File: src/clcd_pkg.sv
package clcd_pkg;

    // Request kinds carried in the input tuser field
    typedef enum logic [2:0] {
        K_INIT   = 3'd0,
        K_CMD    = 3'd1,
        K_DATA   = 3'd2,
        K_CURSOR = 3'd3,
        K_GLYPH  = 3'd4
    } t_kind;

    // Configuration register indexes
    typedef enum logic [1:0] {
        CFG_CLK_PER_US  = 2'd0,
        CFG_EN_HIGH_US  = 2'd1,
        CFG_SETTLE_US   = 2'd2,
        CFG_CLR_HOME_US = 2'd3
    } t_cfg_idx;

    typedef enum logic [1:0] {
        S_IDLE,
        S_RAW,
        S_HI,
        S_LO
    } t_state;

    typedef enum logic [1:0] {
        ST_RAW,
        ST_HI,
        ST_LO
    } t_strobe;

    typedef struct packed {
        logic       load;   // latch a new request
        logic       emit;   // write one strobe into the output register
        t_strobe    phase;  // which strobe to build
        logic       init;   // byte comes from the init command list
        logic [1:0] idx;    // init raw nibble or init command index
        logic       last;   // final strobe of the request
    } t_dp_cmd;

    typedef struct packed {
        logic out_free;     // output register can take a word this cycle
    } t_dp_sts;

    localparam logic [7:0]  CMD_CLEAR      = 8'h01;
    localparam logic [7:0]  CMD_HOME       = 8'h02;
    localparam logic [7:0]  CMD_SET_CGRAM  = 8'h40;
    localparam logic [7:0]  CMD_SET_DDRAM  = 8'h80;
    localparam logic [15:0] POWER_WAIT_US  = 16'd50000;

    localparam logic [7:0]  ROW_OFS       [4] = '{8'h00, 8'h40, 8'h14, 8'h54};
    localparam logic [7:0]  INIT_CMD      [4] = '{8'h28, 8'h0C, 8'h06, 8'h01};
    localparam logic [3:0]  INIT_RAW_NIB  [4] = '{4'h3, 4'h3, 4'h3, 4'h2};
    localparam logic [15:0] INIT_RAW_WAIT [4] = '{16'd5000, 16'd1000, 16'd1000, 16'd1000};

endpackage

File: src/clcd_ctrl.sv
module clcd_ctrl (
    input  logic                 i_clk,
    input  logic                 i_rst_n,
    input  logic                 i_req_valid,
    input  logic [2:0]           i_req_kind,
    output logic                 o_req_ready,
    input  clcd_pkg::t_dp_sts    i_sts,
    output clcd_pkg::t_dp_cmd    o_cmd
);

    clcd_pkg::t_state r_state, n_state;
    logic [1:0]       r_idx, n_idx;
    logic             r_init, n_init;
    logic             w_final;
    logic             w_accept;

    // last byte strobe of a request: any plain byte, or the fourth init command
    assign w_final  = !r_init || (r_idx == 2'd3);
    assign w_accept = i_req_valid && o_req_ready;

    always_comb begin
        o_req_ready = 1'b0;
        o_cmd       = '0;
        o_cmd.load  = w_accept;
        o_cmd.init  = r_init;
        o_cmd.idx   = r_idx;
        o_cmd.phase = clcd_pkg::ST_HI;
        unique case (r_state)
            clcd_pkg::S_IDLE: begin
                o_req_ready = 1'b1;
            end
            clcd_pkg::S_RAW: begin
                o_cmd.emit  = i_sts.out_free;
                o_cmd.phase = clcd_pkg::ST_RAW;
            end
            clcd_pkg::S_HI: begin
                o_cmd.emit  = i_sts.out_free;
                o_cmd.phase = clcd_pkg::ST_HI;
            end
            clcd_pkg::S_LO: begin
                o_cmd.emit  = i_sts.out_free;
                o_cmd.phase = clcd_pkg::ST_LO;
                o_cmd.last  = w_final;
                o_req_ready = i_sts.out_free && w_final;
            end
            default: begin
                o_req_ready = 1'b0;
            end
        endcase
    end

    always_comb begin
        n_state = r_state;
        n_idx   = r_idx;
        n_init  = r_init;
        unique case (r_state)
            clcd_pkg::S_IDLE: begin
            end
            clcd_pkg::S_RAW: begin
                if (i_sts.out_free) begin
                    n_idx = r_idx + 2'd1;
                    if (r_idx == 2'd3) begin
                        n_state = clcd_pkg::S_HI;
                        n_init  = 1'b1;
                    end
                end
            end
            clcd_pkg::S_HI: begin
                if (i_sts.out_free) begin
                    n_state = clcd_pkg::S_LO;
                end
            end
            clcd_pkg::S_LO: begin
                if (i_sts.out_free) begin
                    if (w_final) begin
                        n_state = clcd_pkg::S_IDLE;
                        n_init  = 1'b0;
                    end else begin
                        n_state = clcd_pkg::S_HI;
                        n_idx   = r_idx + 2'd1;
                    end
                end
            end
            default: begin
                n_state = clcd_pkg::S_IDLE;
            end
        endcase
        // a new request overrides the return to idle
        if (w_accept) begin
            n_idx  = 2'd0;
            n_init = 1'b0;
            unique case (i_req_kind)
                clcd_pkg::K_INIT:   n_state = clcd_pkg::S_RAW;
                clcd_pkg::K_CMD,
                clcd_pkg::K_DATA,
                clcd_pkg::K_CURSOR,
                clcd_pkg::K_GLYPH:  n_state = clcd_pkg::S_HI;
                default:            n_state = clcd_pkg::S_IDLE;
            endcase
        end
    end

    always_ff @(posedge i_clk) begin
        if (!i_rst_n) begin
            r_state <= clcd_pkg::S_IDLE;
            r_idx   <= 2'd0;
            r_init  <= 1'b0;
        end else begin
            r_state <= n_state;
            r_idx   <= n_idx;
            r_init  <= n_init;
        end
    end

endmodule

File: src/clcd_dpath.sv
module clcd_dpath (
    input  logic               i_clk,
    input  logic               i_rst_n,
    input  logic               i_cfg_we,
    input  logic [1:0]         i_cfg_addr,
    input  logic [15:0]        i_cfg_wdata,
    input  logic [23:0]        i_req_data,
    input  logic [2:0]         i_req_kind,
    input  clcd_pkg::t_dp_cmd  i_cmd,
    output clcd_pkg::t_dp_sts  o_sts,
    output logic               o_m_valid,
    input  logic               i_m_ready,
    output logic [39:0]        o_m_data,
    output logic               o_m_user,
    output logic               o_m_last
);

    logic [9:0]  r_settle;
    logic [15:0] r_clr_home;
    logic [7:0]  r_byte;
    logic        r_rs;
    logic        r_valid;
    logic        r_o_rs;
    logic [3:0]  r_o_nib;
    logic [15:0] r_o_before;
    logic [16:0] r_o_after;
    logic        r_o_last;

    logic [7:0]  w_bv, w_col, w_line;
    logic [1:0]  w_row;
    logic [7:0]  n_byte;
    logic        n_rs;
    logic [7:0]  w_cur_byte;
    logic        w_cur_rs;
    logic [3:0]  w_nib;
    logic [15:0] w_before;
    logic [15:0] w_extra;

    assign w_bv   = i_req_data[7:0];
    assign w_col  = i_req_data[15:8];
    assign w_line = i_req_data[23:16];
    assign w_row  = (w_line > 8'd3) ? 2'd3 : w_line[1:0];

    always_ff @(posedge i_clk) begin
        if (!i_rst_n) begin
            r_settle   <= 10'd50;
            r_clr_home <= 16'd2000;
        end else if (i_cfg_we) begin
            unique case (clcd_pkg::t_cfg_idx'(i_cfg_addr))
                // timing for the enable stage further down; no strobe depends on it
                clcd_pkg::CFG_CLK_PER_US,
                clcd_pkg::CFG_EN_HIGH_US: begin
                end
                clcd_pkg::CFG_SETTLE_US:   r_settle   <= i_cfg_wdata[9:0];
                clcd_pkg::CFG_CLR_HOME_US: r_clr_home <= i_cfg_wdata;
                default: begin
                end
            endcase
        end
    end

    // build the request byte once at accept time
    always_comb begin
        n_rs = (i_req_kind == clcd_pkg::K_DATA);
        unique case (i_req_kind)
            clcd_pkg::K_CURSOR: n_byte = clcd_pkg::CMD_SET_DDRAM
                                       | (clcd_pkg::ROW_OFS[w_row] + w_col);
            clcd_pkg::K_GLYPH:  n_byte = clcd_pkg::CMD_SET_CGRAM
                                       | {2'b00, w_bv[2:0], 3'b000};
            default:            n_byte = w_bv;
        endcase
    end

    always_ff @(posedge i_clk) begin
        if (i_cmd.load) begin
            r_byte <= n_byte;
            r_rs   <= n_rs;
        end
    end

    assign w_cur_byte = i_cmd.init ? clcd_pkg::INIT_CMD[i_cmd.idx] : r_byte;
    assign w_cur_rs   = i_cmd.init ? 1'b0 : r_rs;

    always_comb begin
        w_nib    = w_cur_byte[7:4];
        w_before = 16'd0;
        w_extra  = 16'd0;
        unique case (i_cmd.phase)
            clcd_pkg::ST_RAW: begin
                w_nib   = clcd_pkg::INIT_RAW_NIB[i_cmd.idx];
                w_extra = clcd_pkg::INIT_RAW_WAIT[i_cmd.idx];
                if (i_cmd.idx == 2'd0) begin
                    w_before = clcd_pkg::POWER_WAIT_US;
                end
            end
            clcd_pkg::ST_HI: begin
                w_nib = w_cur_byte[7:4];
            end
            clcd_pkg::ST_LO: begin
                w_nib = w_cur_byte[3:0];
                if (!w_cur_rs && (w_cur_byte == clcd_pkg::CMD_CLEAR
                               || w_cur_byte == clcd_pkg::CMD_HOME)) begin
                    w_extra = r_clr_home;
                end
            end
            default: begin
            end
        endcase
    end

    assign o_sts.out_free = !r_valid || i_m_ready;

    always_ff @(posedge i_clk) begin
        if (!i_rst_n) begin
            r_valid <= 1'b0;
        end else if (i_cmd.emit) begin
            r_valid <= 1'b1;
        end else if (i_m_ready) begin
            r_valid <= 1'b0;
        end
    end

    always_ff @(posedge i_clk) begin
        if (i_cmd.emit) begin
            r_o_rs     <= (i_cmd.phase == clcd_pkg::ST_RAW) ? 1'b0 : w_cur_rs;
            r_o_nib    <= w_nib;
            r_o_before <= w_before;
            r_o_after  <= {7'd0, r_settle} + {1'b0, w_extra};
            r_o_last   <= i_cmd.last;
        end
    end

    assign o_m_valid = r_valid;
    assign o_m_data  = {3'b000, r_o_after, r_o_before, r_o_nib};
    assign o_m_user  = r_o_rs;
    assign o_m_last  = r_o_last;

endmodule

File: src/char_lcd_4bit_sequencer.sv
// Character LCD 4-bit sequencer: each request word on the slave stream
// (init, command byte, data byte, cursor set or glyph address) becomes a
// run of nibble strobe words on the master stream, high nibble first, the
// final one marked with tlast. Init gives twelve words (raw nibbles 3,3,3,2,
// then commands 0x28, 0x0C, 0x06, 0x01); every other kind gives two; kinds
// 5 to 7 are dropped with no output. Throughput is one strobe word per clock
// while the master side is ready; the single output word register sets that
// pace, and the next request is taken in the cycle the final strobe of the
// current one is written. Configuration writes are only for an idle block.
// Registers 0 (clocks per microsecond) and 1 (enable high time) serve the
// downstream enable timer and do not change any strobe word here.
module char_lcd_4bit_sequencer (
    input  logic        i_clk,
    input  logic        i_rst_n,
    // configuration write port
    input  logic        i_cfg_we,
    input  logic [1:0]  i_cfg_addr,
    input  logic [15:0] i_cfg_wdata,
    // request stream
    input  logic        s_axis_tvalid,
    output logic        s_axis_tready,
    input  logic [23:0] s_axis_tdata,   // byte_value[7:0], column[15:8], line[23:16]
    input  logic [2:0]  s_axis_tuser,   // kind[2:0]
    // strobe stream
    output logic        m_axis_tvalid,
    input  logic        m_axis_tready,
    output logic [39:0] m_axis_tdata,   // nibble[3:0], wait_before_us[19:4],
                                        // wait_after_us[36:20], zero fill [39:37]
    output logic        m_axis_tuser,   // register_select
    output logic        m_axis_tlast
);

    clcd_pkg::t_dp_cmd w_cmd;
    clcd_pkg::t_dp_sts w_sts;

    // sequencer: walks the strobe list of the current request
    clcd_ctrl u_ctrl (
        .i_clk       (i_clk),
        .i_rst_n     (i_rst_n),
        .i_req_valid (s_axis_tvalid),
        .i_req_kind  (s_axis_tuser),
        .o_req_ready (s_axis_tready),
        .i_sts       (w_sts),
        .o_cmd       (w_cmd)
    );

    // datapath: request byte, wait arithmetic, output word register
    clcd_dpath u_dpath (
        .i_clk       (i_clk),
        .i_rst_n     (i_rst_n),
        .i_cfg_we    (i_cfg_we),
        .i_cfg_addr  (i_cfg_addr),
        .i_cfg_wdata (i_cfg_wdata),
        .i_req_data  (s_axis_tdata),
        .i_req_kind  (s_axis_tuser),
        .i_cmd       (w_cmd),
        .o_sts       (w_sts),
        .o_m_valid   (m_axis_tvalid),
        .i_m_ready   (m_axis_tready),
        .o_m_data    (m_axis_tdata),
        .o_m_user    (m_axis_tuser),
        .o_m_last    (m_axis_tlast)
    );

endmodule

File: config.mk
export PLATFORM = sky130hd
export DESIGN_NAME = char_lcd_4bit_sequencer
export DESIGN_NICKNAME = d
export VERILOG_FILES = /design/src/clcd_pkg.sv /design/src/clcd_ctrl.sv /design/src/clcd_dpath.sv /design/src/char_lcd_4bit_sequencer.sv
export SDC_FILE = /design/constraint.sdc
export NUM_CORES = 1
export LEC_CHECK = 0
export CORE_MARGIN = 8
export CORE_UTILIZATION = 58
export CTS_CLUSTER_DIAMETER = 100
export DETAILED_ROUTE_END_ITERATION = 10
export DONT_BUFFER_PORTS = 1
export GPL_ROUTABILITY_DRIVEN = 1
export PLACE_DENSITY_LB_ADDON = 0.05
export RECOVER_POWER = 25
export SLEW_MARGIN = 20
export SYNTH_ARGS = -nofsm -noshare
export SYNTH_HDL_FRONTEND = slang
export SYNTH_HIERARCHICAL = 1
export SYNTH_SLANG_ARGS = --single-unit
export TNS_END_PERCENT = 5
File: constraint.sdc
create_clock -name i_clk -period 3.05 [get_ports i_clk]
set_input_delay 0.61 -clock i_clk [delete_from_list [all_inputs] [get_ports i_clk]]
set_output_delay 0.61 -clock i_clk [all_outputs]
set_load 0.005 [all_outputs]
==> results.md <==
| Parameter | This run | Unit |
|:---|:---|:---|
| Outcome | completed | - |
| Core outline area | 0.00631 | sq mm |
| Effective utilization at floorplan | 59.9 | % |
| Accumulated negative setup slack | 0 | ns |
| Worst setup path class | register to register | - |
| Count of mapped cells out of synthesis | 404 | - |
| Number of unique standard cell types used by synthesis | 57 | - |
| WHS Path Cells | 1 | - |
| Later-pin clock latency in the skew report | 0.34 | ns |
| Final Util | 70.9 | % |
| Reg-to-Reg Start | u_ctrl/r_idx[0] | - |
| Vias per inst | 5.62 | - |
| Clk network pwr share | 25.6 | % |
| Syn_area_per_cell | 9.36 | sq um |
| Number of design-rule violations left by the first detailed-router iteration | 136 | - |
| ANT cells | 0 | - |
| Proportion of total power due to net switching | 31.5 | % |
| Overall overflow remaining after global route | 0 | - |
| Detail Placement HPWL | 6120 | um |
| RR Endpoint | u_dpath/r_o_after[12] | - |
| Cell Pwr Density | 676 | mW/mm^2 |
| Number of standard cells in the final layout excluding fillers | 513 | - |
| Count of flip-flops with a built-in enable after synthesis | 33 | - |
| X dimension of the die | 96.7 | um |
| Leak | 1.69 | nW |
| Std-Cell Rows | 29 | - |
| Max-slew violation count | 0 | - |
| Total of flip-flops plus latches after synthesis | 65 | - |
| Filler Cells Inserted | 486 | - |
| DRC violations left | 0 | - |
| Yosys synthesis warning count | 6 | - |
| Worst Hold Class | input pin to register | - |
| Post-layout net count | 504 | - |
| Sequential Power Share | 42.3 | % |
| Reg-to-reg setup timing slack | 0.11 | ns |
| Number of max-cap violations | 0 | - |
| Buffers on Ports | 0 | - |
| Worst hold slack | 0.345 | ns |
| Setup-failing EPs final | 0 | - |
| Cell area after placement | 0.00400 | sq mm |
| Total Routing Usage GR | 16.9 | % |
| Root cell of the clock tree | sky130_fd_sc_hd__clkbuf_8 | - |
| GP Congestion | 0.858 | - |
| Overall via count from detail_route | 2,882 | - |
| VDD IR-drop max | 0.000559 | V |
| Largest net degree at the start of global routing | 31 | - |
| Comb pwr share | 32.1 | % |
| Vertical die dimension | 96.7 | um |
| Total standard cell area after synthesis | 0.00378 | sq mm |
| Worst hold start | i_rst_n | - |
| Sequential-to-total area share from yosys stat | 43.2 | % |
| Time the final worst path needs with I/O delays and setup | 2.94 | ns |
| Die area | 0.00936 | sq mm |
| Crit path capture type | register | - |
| Clock-pin slew on the worst setup and hold paths | 0.07 | ns |
| Capture endpoint of the worst hold path | u_dpath/r_clr_home[9] | - |
| DRT Wirelength | 8280 | um |
| Clock Tree Buf Depth | 2 | - |
| Slew Limit Headroom | 50.6 | % |
| Residual antenna-violating net count after detailed routing | 0 | - |
| Required time reported for the critical path endpoint | 3.14 | ns |
| Final cycle utilization of the critical path | 96.5 | % |
| Clock buffers created by TritonCTS | 9 | - |
| Wire length of the first global-routing pass | 13,200 | um |
| Top fanout value on the critical path | 6 | - |
| Via count of the first global-routing pass | 2,859 | - |
| Number of placed instances, taps included | 494 | - |
| Primary flip-flop cell chosen by synthesis mapping | sky130_fd_sc_hd__edfxtp_1 | - |
| Slew at the pin closest to its max-slew limit | 0.739 | ns |
| Count of pins on the block boundary | 94 | - |
| CP startpoint kind | register | - |
| Share of post-route cells with drive strength above 1 | 24.3 | % |
| Switching power total | 0.000952 | W |
| Antenna violations before repair | 0 | - |
| H-tree depth reported by CTS | 3 | - |
| TritonCTS clock tree | yes | - |
| FF-to-FF path depth | 15 | - |
| Hold violation total from the final report | 0 | - |
| Number of clock sinks | 65 | - |
| Post-Layout Inst Area | 0.00447 | sq mm |
| Wirelength per Cell | 16.1 | um |
| Internal power summed over all cells | 0.00207 | W |
| Syn-to-layout area delta | 18.4 | % |
| First-pass DRT Iterations | 4 | - |
| Clock Skew | 0.00775 | ns |
| FFs w/ async S/R, synth | 0 | % |
| WP data arrival | 3.03 | ns |
| Achievable clock frequency | 340 | MHz |
==> routing by layer <==
metal | vias up | share of wire, % | GRT usage, %
met3 | 19 | 6.7 | 5.55
met2 | 101 | 52 | 29.6
met4 | 0 | 3.0 | 8.52
met1 | 1316 | 39 | 17.7
met5 | - | 0 | 0
li1 | 1446 | - | -
==> registers in the layout, summed over array words and instances, names as in the netlist <==
register,flops
u_dpath/o_m_last,1
u_dpath/r_o_nib,4
u_dpath/o_m_valid,1
u_dpath/r_rs,1
u_dpath/r_o_before,1
u_dpath/r_byte,8
u_ctrl/r_idx,2
u_dpath/o_m_user,1
u_ctrl/r_init,1
u_ctrl/r_state,2
u_dpath/r_o_after,17
u_dpath/r_clr_home,16
u_dpath/r_settle,10
==> cell families (layout without fill, tap and decap cells) <==
| logic type | Yosys count | count (layout) | share of synthesized area [%] |
|---|---|---|---|
| fa+ha+maj | 23 | 23 | 7.81 |
| flops | 65 | 65 | 43.2 |
| compound gates | 86 | 86 | 16.4 |
| mux | 3 | 3 | 0.794 |
| buf+inv | 48 | 68 | 7.08 |
| other cells | 1 | 13 | 0.0992 |
| xor+xnor | 21 | 21 | 4.87 |
| simple gates | 157 | 157 | 19.8 |
==> metrics by stage <==
step	total power [W]	setup WS (ns)
6_report	0.00302	0.106
5_1_grt	0.00320	-0.0200
4_1_cts	0.00298	0.00851
3_5_place_dp	0.00213	-0.235
3_3_place_gp	0.00210	-0.0985
2_1_floorplan	0.00189	-0.144
==> Yosys cell counts, drive strengths merged (6+ instances only) <==
| master | n | area (sq um) |
|---|---|---|
| o21ai | 9 | 56.3 |
| a21o | 6 | 45.0 |
| and2 | 7 | 45.1 |
| nand3 | 18 | 95.1 |
| ha | 22 | 275 |
| nand2b | 6 | 45.0 |
| clkbuf | 11 | 41.3 |
| nor2 | 23 | 86.3 |
| nand2 | 69 | 259 |
| a21boi | 20 | 150 |
| xnor2 | 13 | 114 |
| inv | 13 | 48.8 |
| a21oi | 16 | 95.1 |
| dfxtp | 32 | 641 |
| xor2 | 8 | 70.1 |
| nor3 | 10 | 50.1 |
| edfxtp | 33 | 991 |
| buf | 23 | 174 |
| o22ai | 9 | 56.3 |
==> worst max-delay path by stage <==
stage	startpoint	endpoint	slack [ns]
floorplan	u_ctrl/r_state[0]	u_dpath/r_o_after[9]	-0.14
global placement	u_ctrl/r_idx[0]	u_dpath/r_o_after[12]	-0.1
detailed placement	u_ctrl/r_idx[0]	u_dpath/r_o_after[12]	-0.23
CTS	u_ctrl/r_idx[0]	u_dpath/r_o_after[12]	0.009
global route	u_ctrl/r_idx[1]	u_dpath/r_o_after[13]	-0.02
finish	u_ctrl/r_idx[0]	u_dpath/r_o_after[12]	0.11
==> power groups by stage <==
stage | clock network, W | registers, W | logic (W)
floorplan | 0 | 0.00126 | 0.000623
global route | 0.000832 | 0.00130 | 0.00106
CTS | 0.000793 | 0.00128 | 0.000912
finish | 0.000775 | 0.00128 | 0.000970
global placement | 0 | 0.00129 | 0.000813
detailed placement | 0 | 0.00129 | 0.000832
==> worst max-delay path: stages, from the launching register on <==
cell and delay, ns:
sky130_fd_sc_hd__dfxtp_2 0.35, sky130_fd_sc_hd__inv_2 0.07, sky130_fd_sc_hd__ha_4 0.18, sky130_fd_sc_hd__xnor2_4 0.17, sky130_fd_sc_hd__nor4_4 0.06, sky130_fd_sc_hd__a31oi_4 0.19
sky130_fd_sc_hd__nor2b_4 0.09, sky130_fd_sc_hd__and2_1 0.17, sky130_fd_sc_hd__ha_1 0.22, sky130_fd_sc_hd__fa_2 0.36, sky130_fd_sc_hd__a21oi_2 0.17, sky130_fd_sc_hd__o22ai_2 0.12
sky130_fd_sc_hd__o21ai_2 0.20, sky130_fd_sc_hd__nor2_1 0.07, sky130_fd_sc_hd__xnor2_1 0.18, sky130_fd_sc_hd__o21ai_1 0.09
==> final cells by class <==
type,instances,area [sq um],share of cell area [%]
multi-input combinational,303,2170,48.5
tap,77,96.3,2.15
clock buffer,10,128,2.85
timing repair buffer,38,305,6.82
inverter,14,52.6,1.17
clock inverter,6,82.6,1.85
sequential,65,1640,36.6
==> repair_timing <==
action	CTS	global route
setup buffers	2	1
hold buffers	0	0
gates cloned	0	0
endpoints found under the setup margin	11	10
resized for setup	20	31
pin swaps	5	19
==> cell usage in the layout, fill, tap and decap left out, types with 4 or more instances in the layout <==
master                     netlist  layout
sky130_fd_sc_hd__nand2_1        69      68
sky130_fd_sc_hd__buf_4          21      35
sky130_fd_sc_hd__edfxtp_1       33      33
sky130_fd_sc_hd__dfxtp_1        32      28
sky130_fd_sc_hd__nor2_1         23      22
sky130_fd_sc_hd__a21boi_0       19      18
sky130_fd_sc_hd__nand3_1        17      17
sky130_fd_sc_hd__ha_1           22      13
sky130_fd_sc_hd__conb_1          1      13
sky130_fd_sc_hd__inv_1          13      12
sky130_fd_sc_hd__xnor2_1        13      12
sky130_fd_sc_hd__nor3_1         10      10
sky130_fd_sc_hd__clkbuf_8        0       9
sky130_fd_sc_hd__a21oi_1        14       9
sky130_fd_sc_hd__o22ai_1         9       8
sky130_fd_sc_hd__xor2_1          8       8
sky130_fd_sc_hd__a21o_1          6       6
sky130_fd_sc_hd__a21oi_2         1       6
sky130_fd_sc_hd__nand2b_1        5       5
sky130_fd_sc_hd__o21ai_0         6       5
sky130_fd_sc_hd__ha_4            0       5
sky130_fd_sc_hd__o31ai_1         4       4
sky130_fd_sc_hd__ha_2            0       4
sky130_fd_sc_hd__and2_1          6       4
sky130_fd_sc_hd__a22oi_1         5       4
Power figures use the tool's default switching activity.
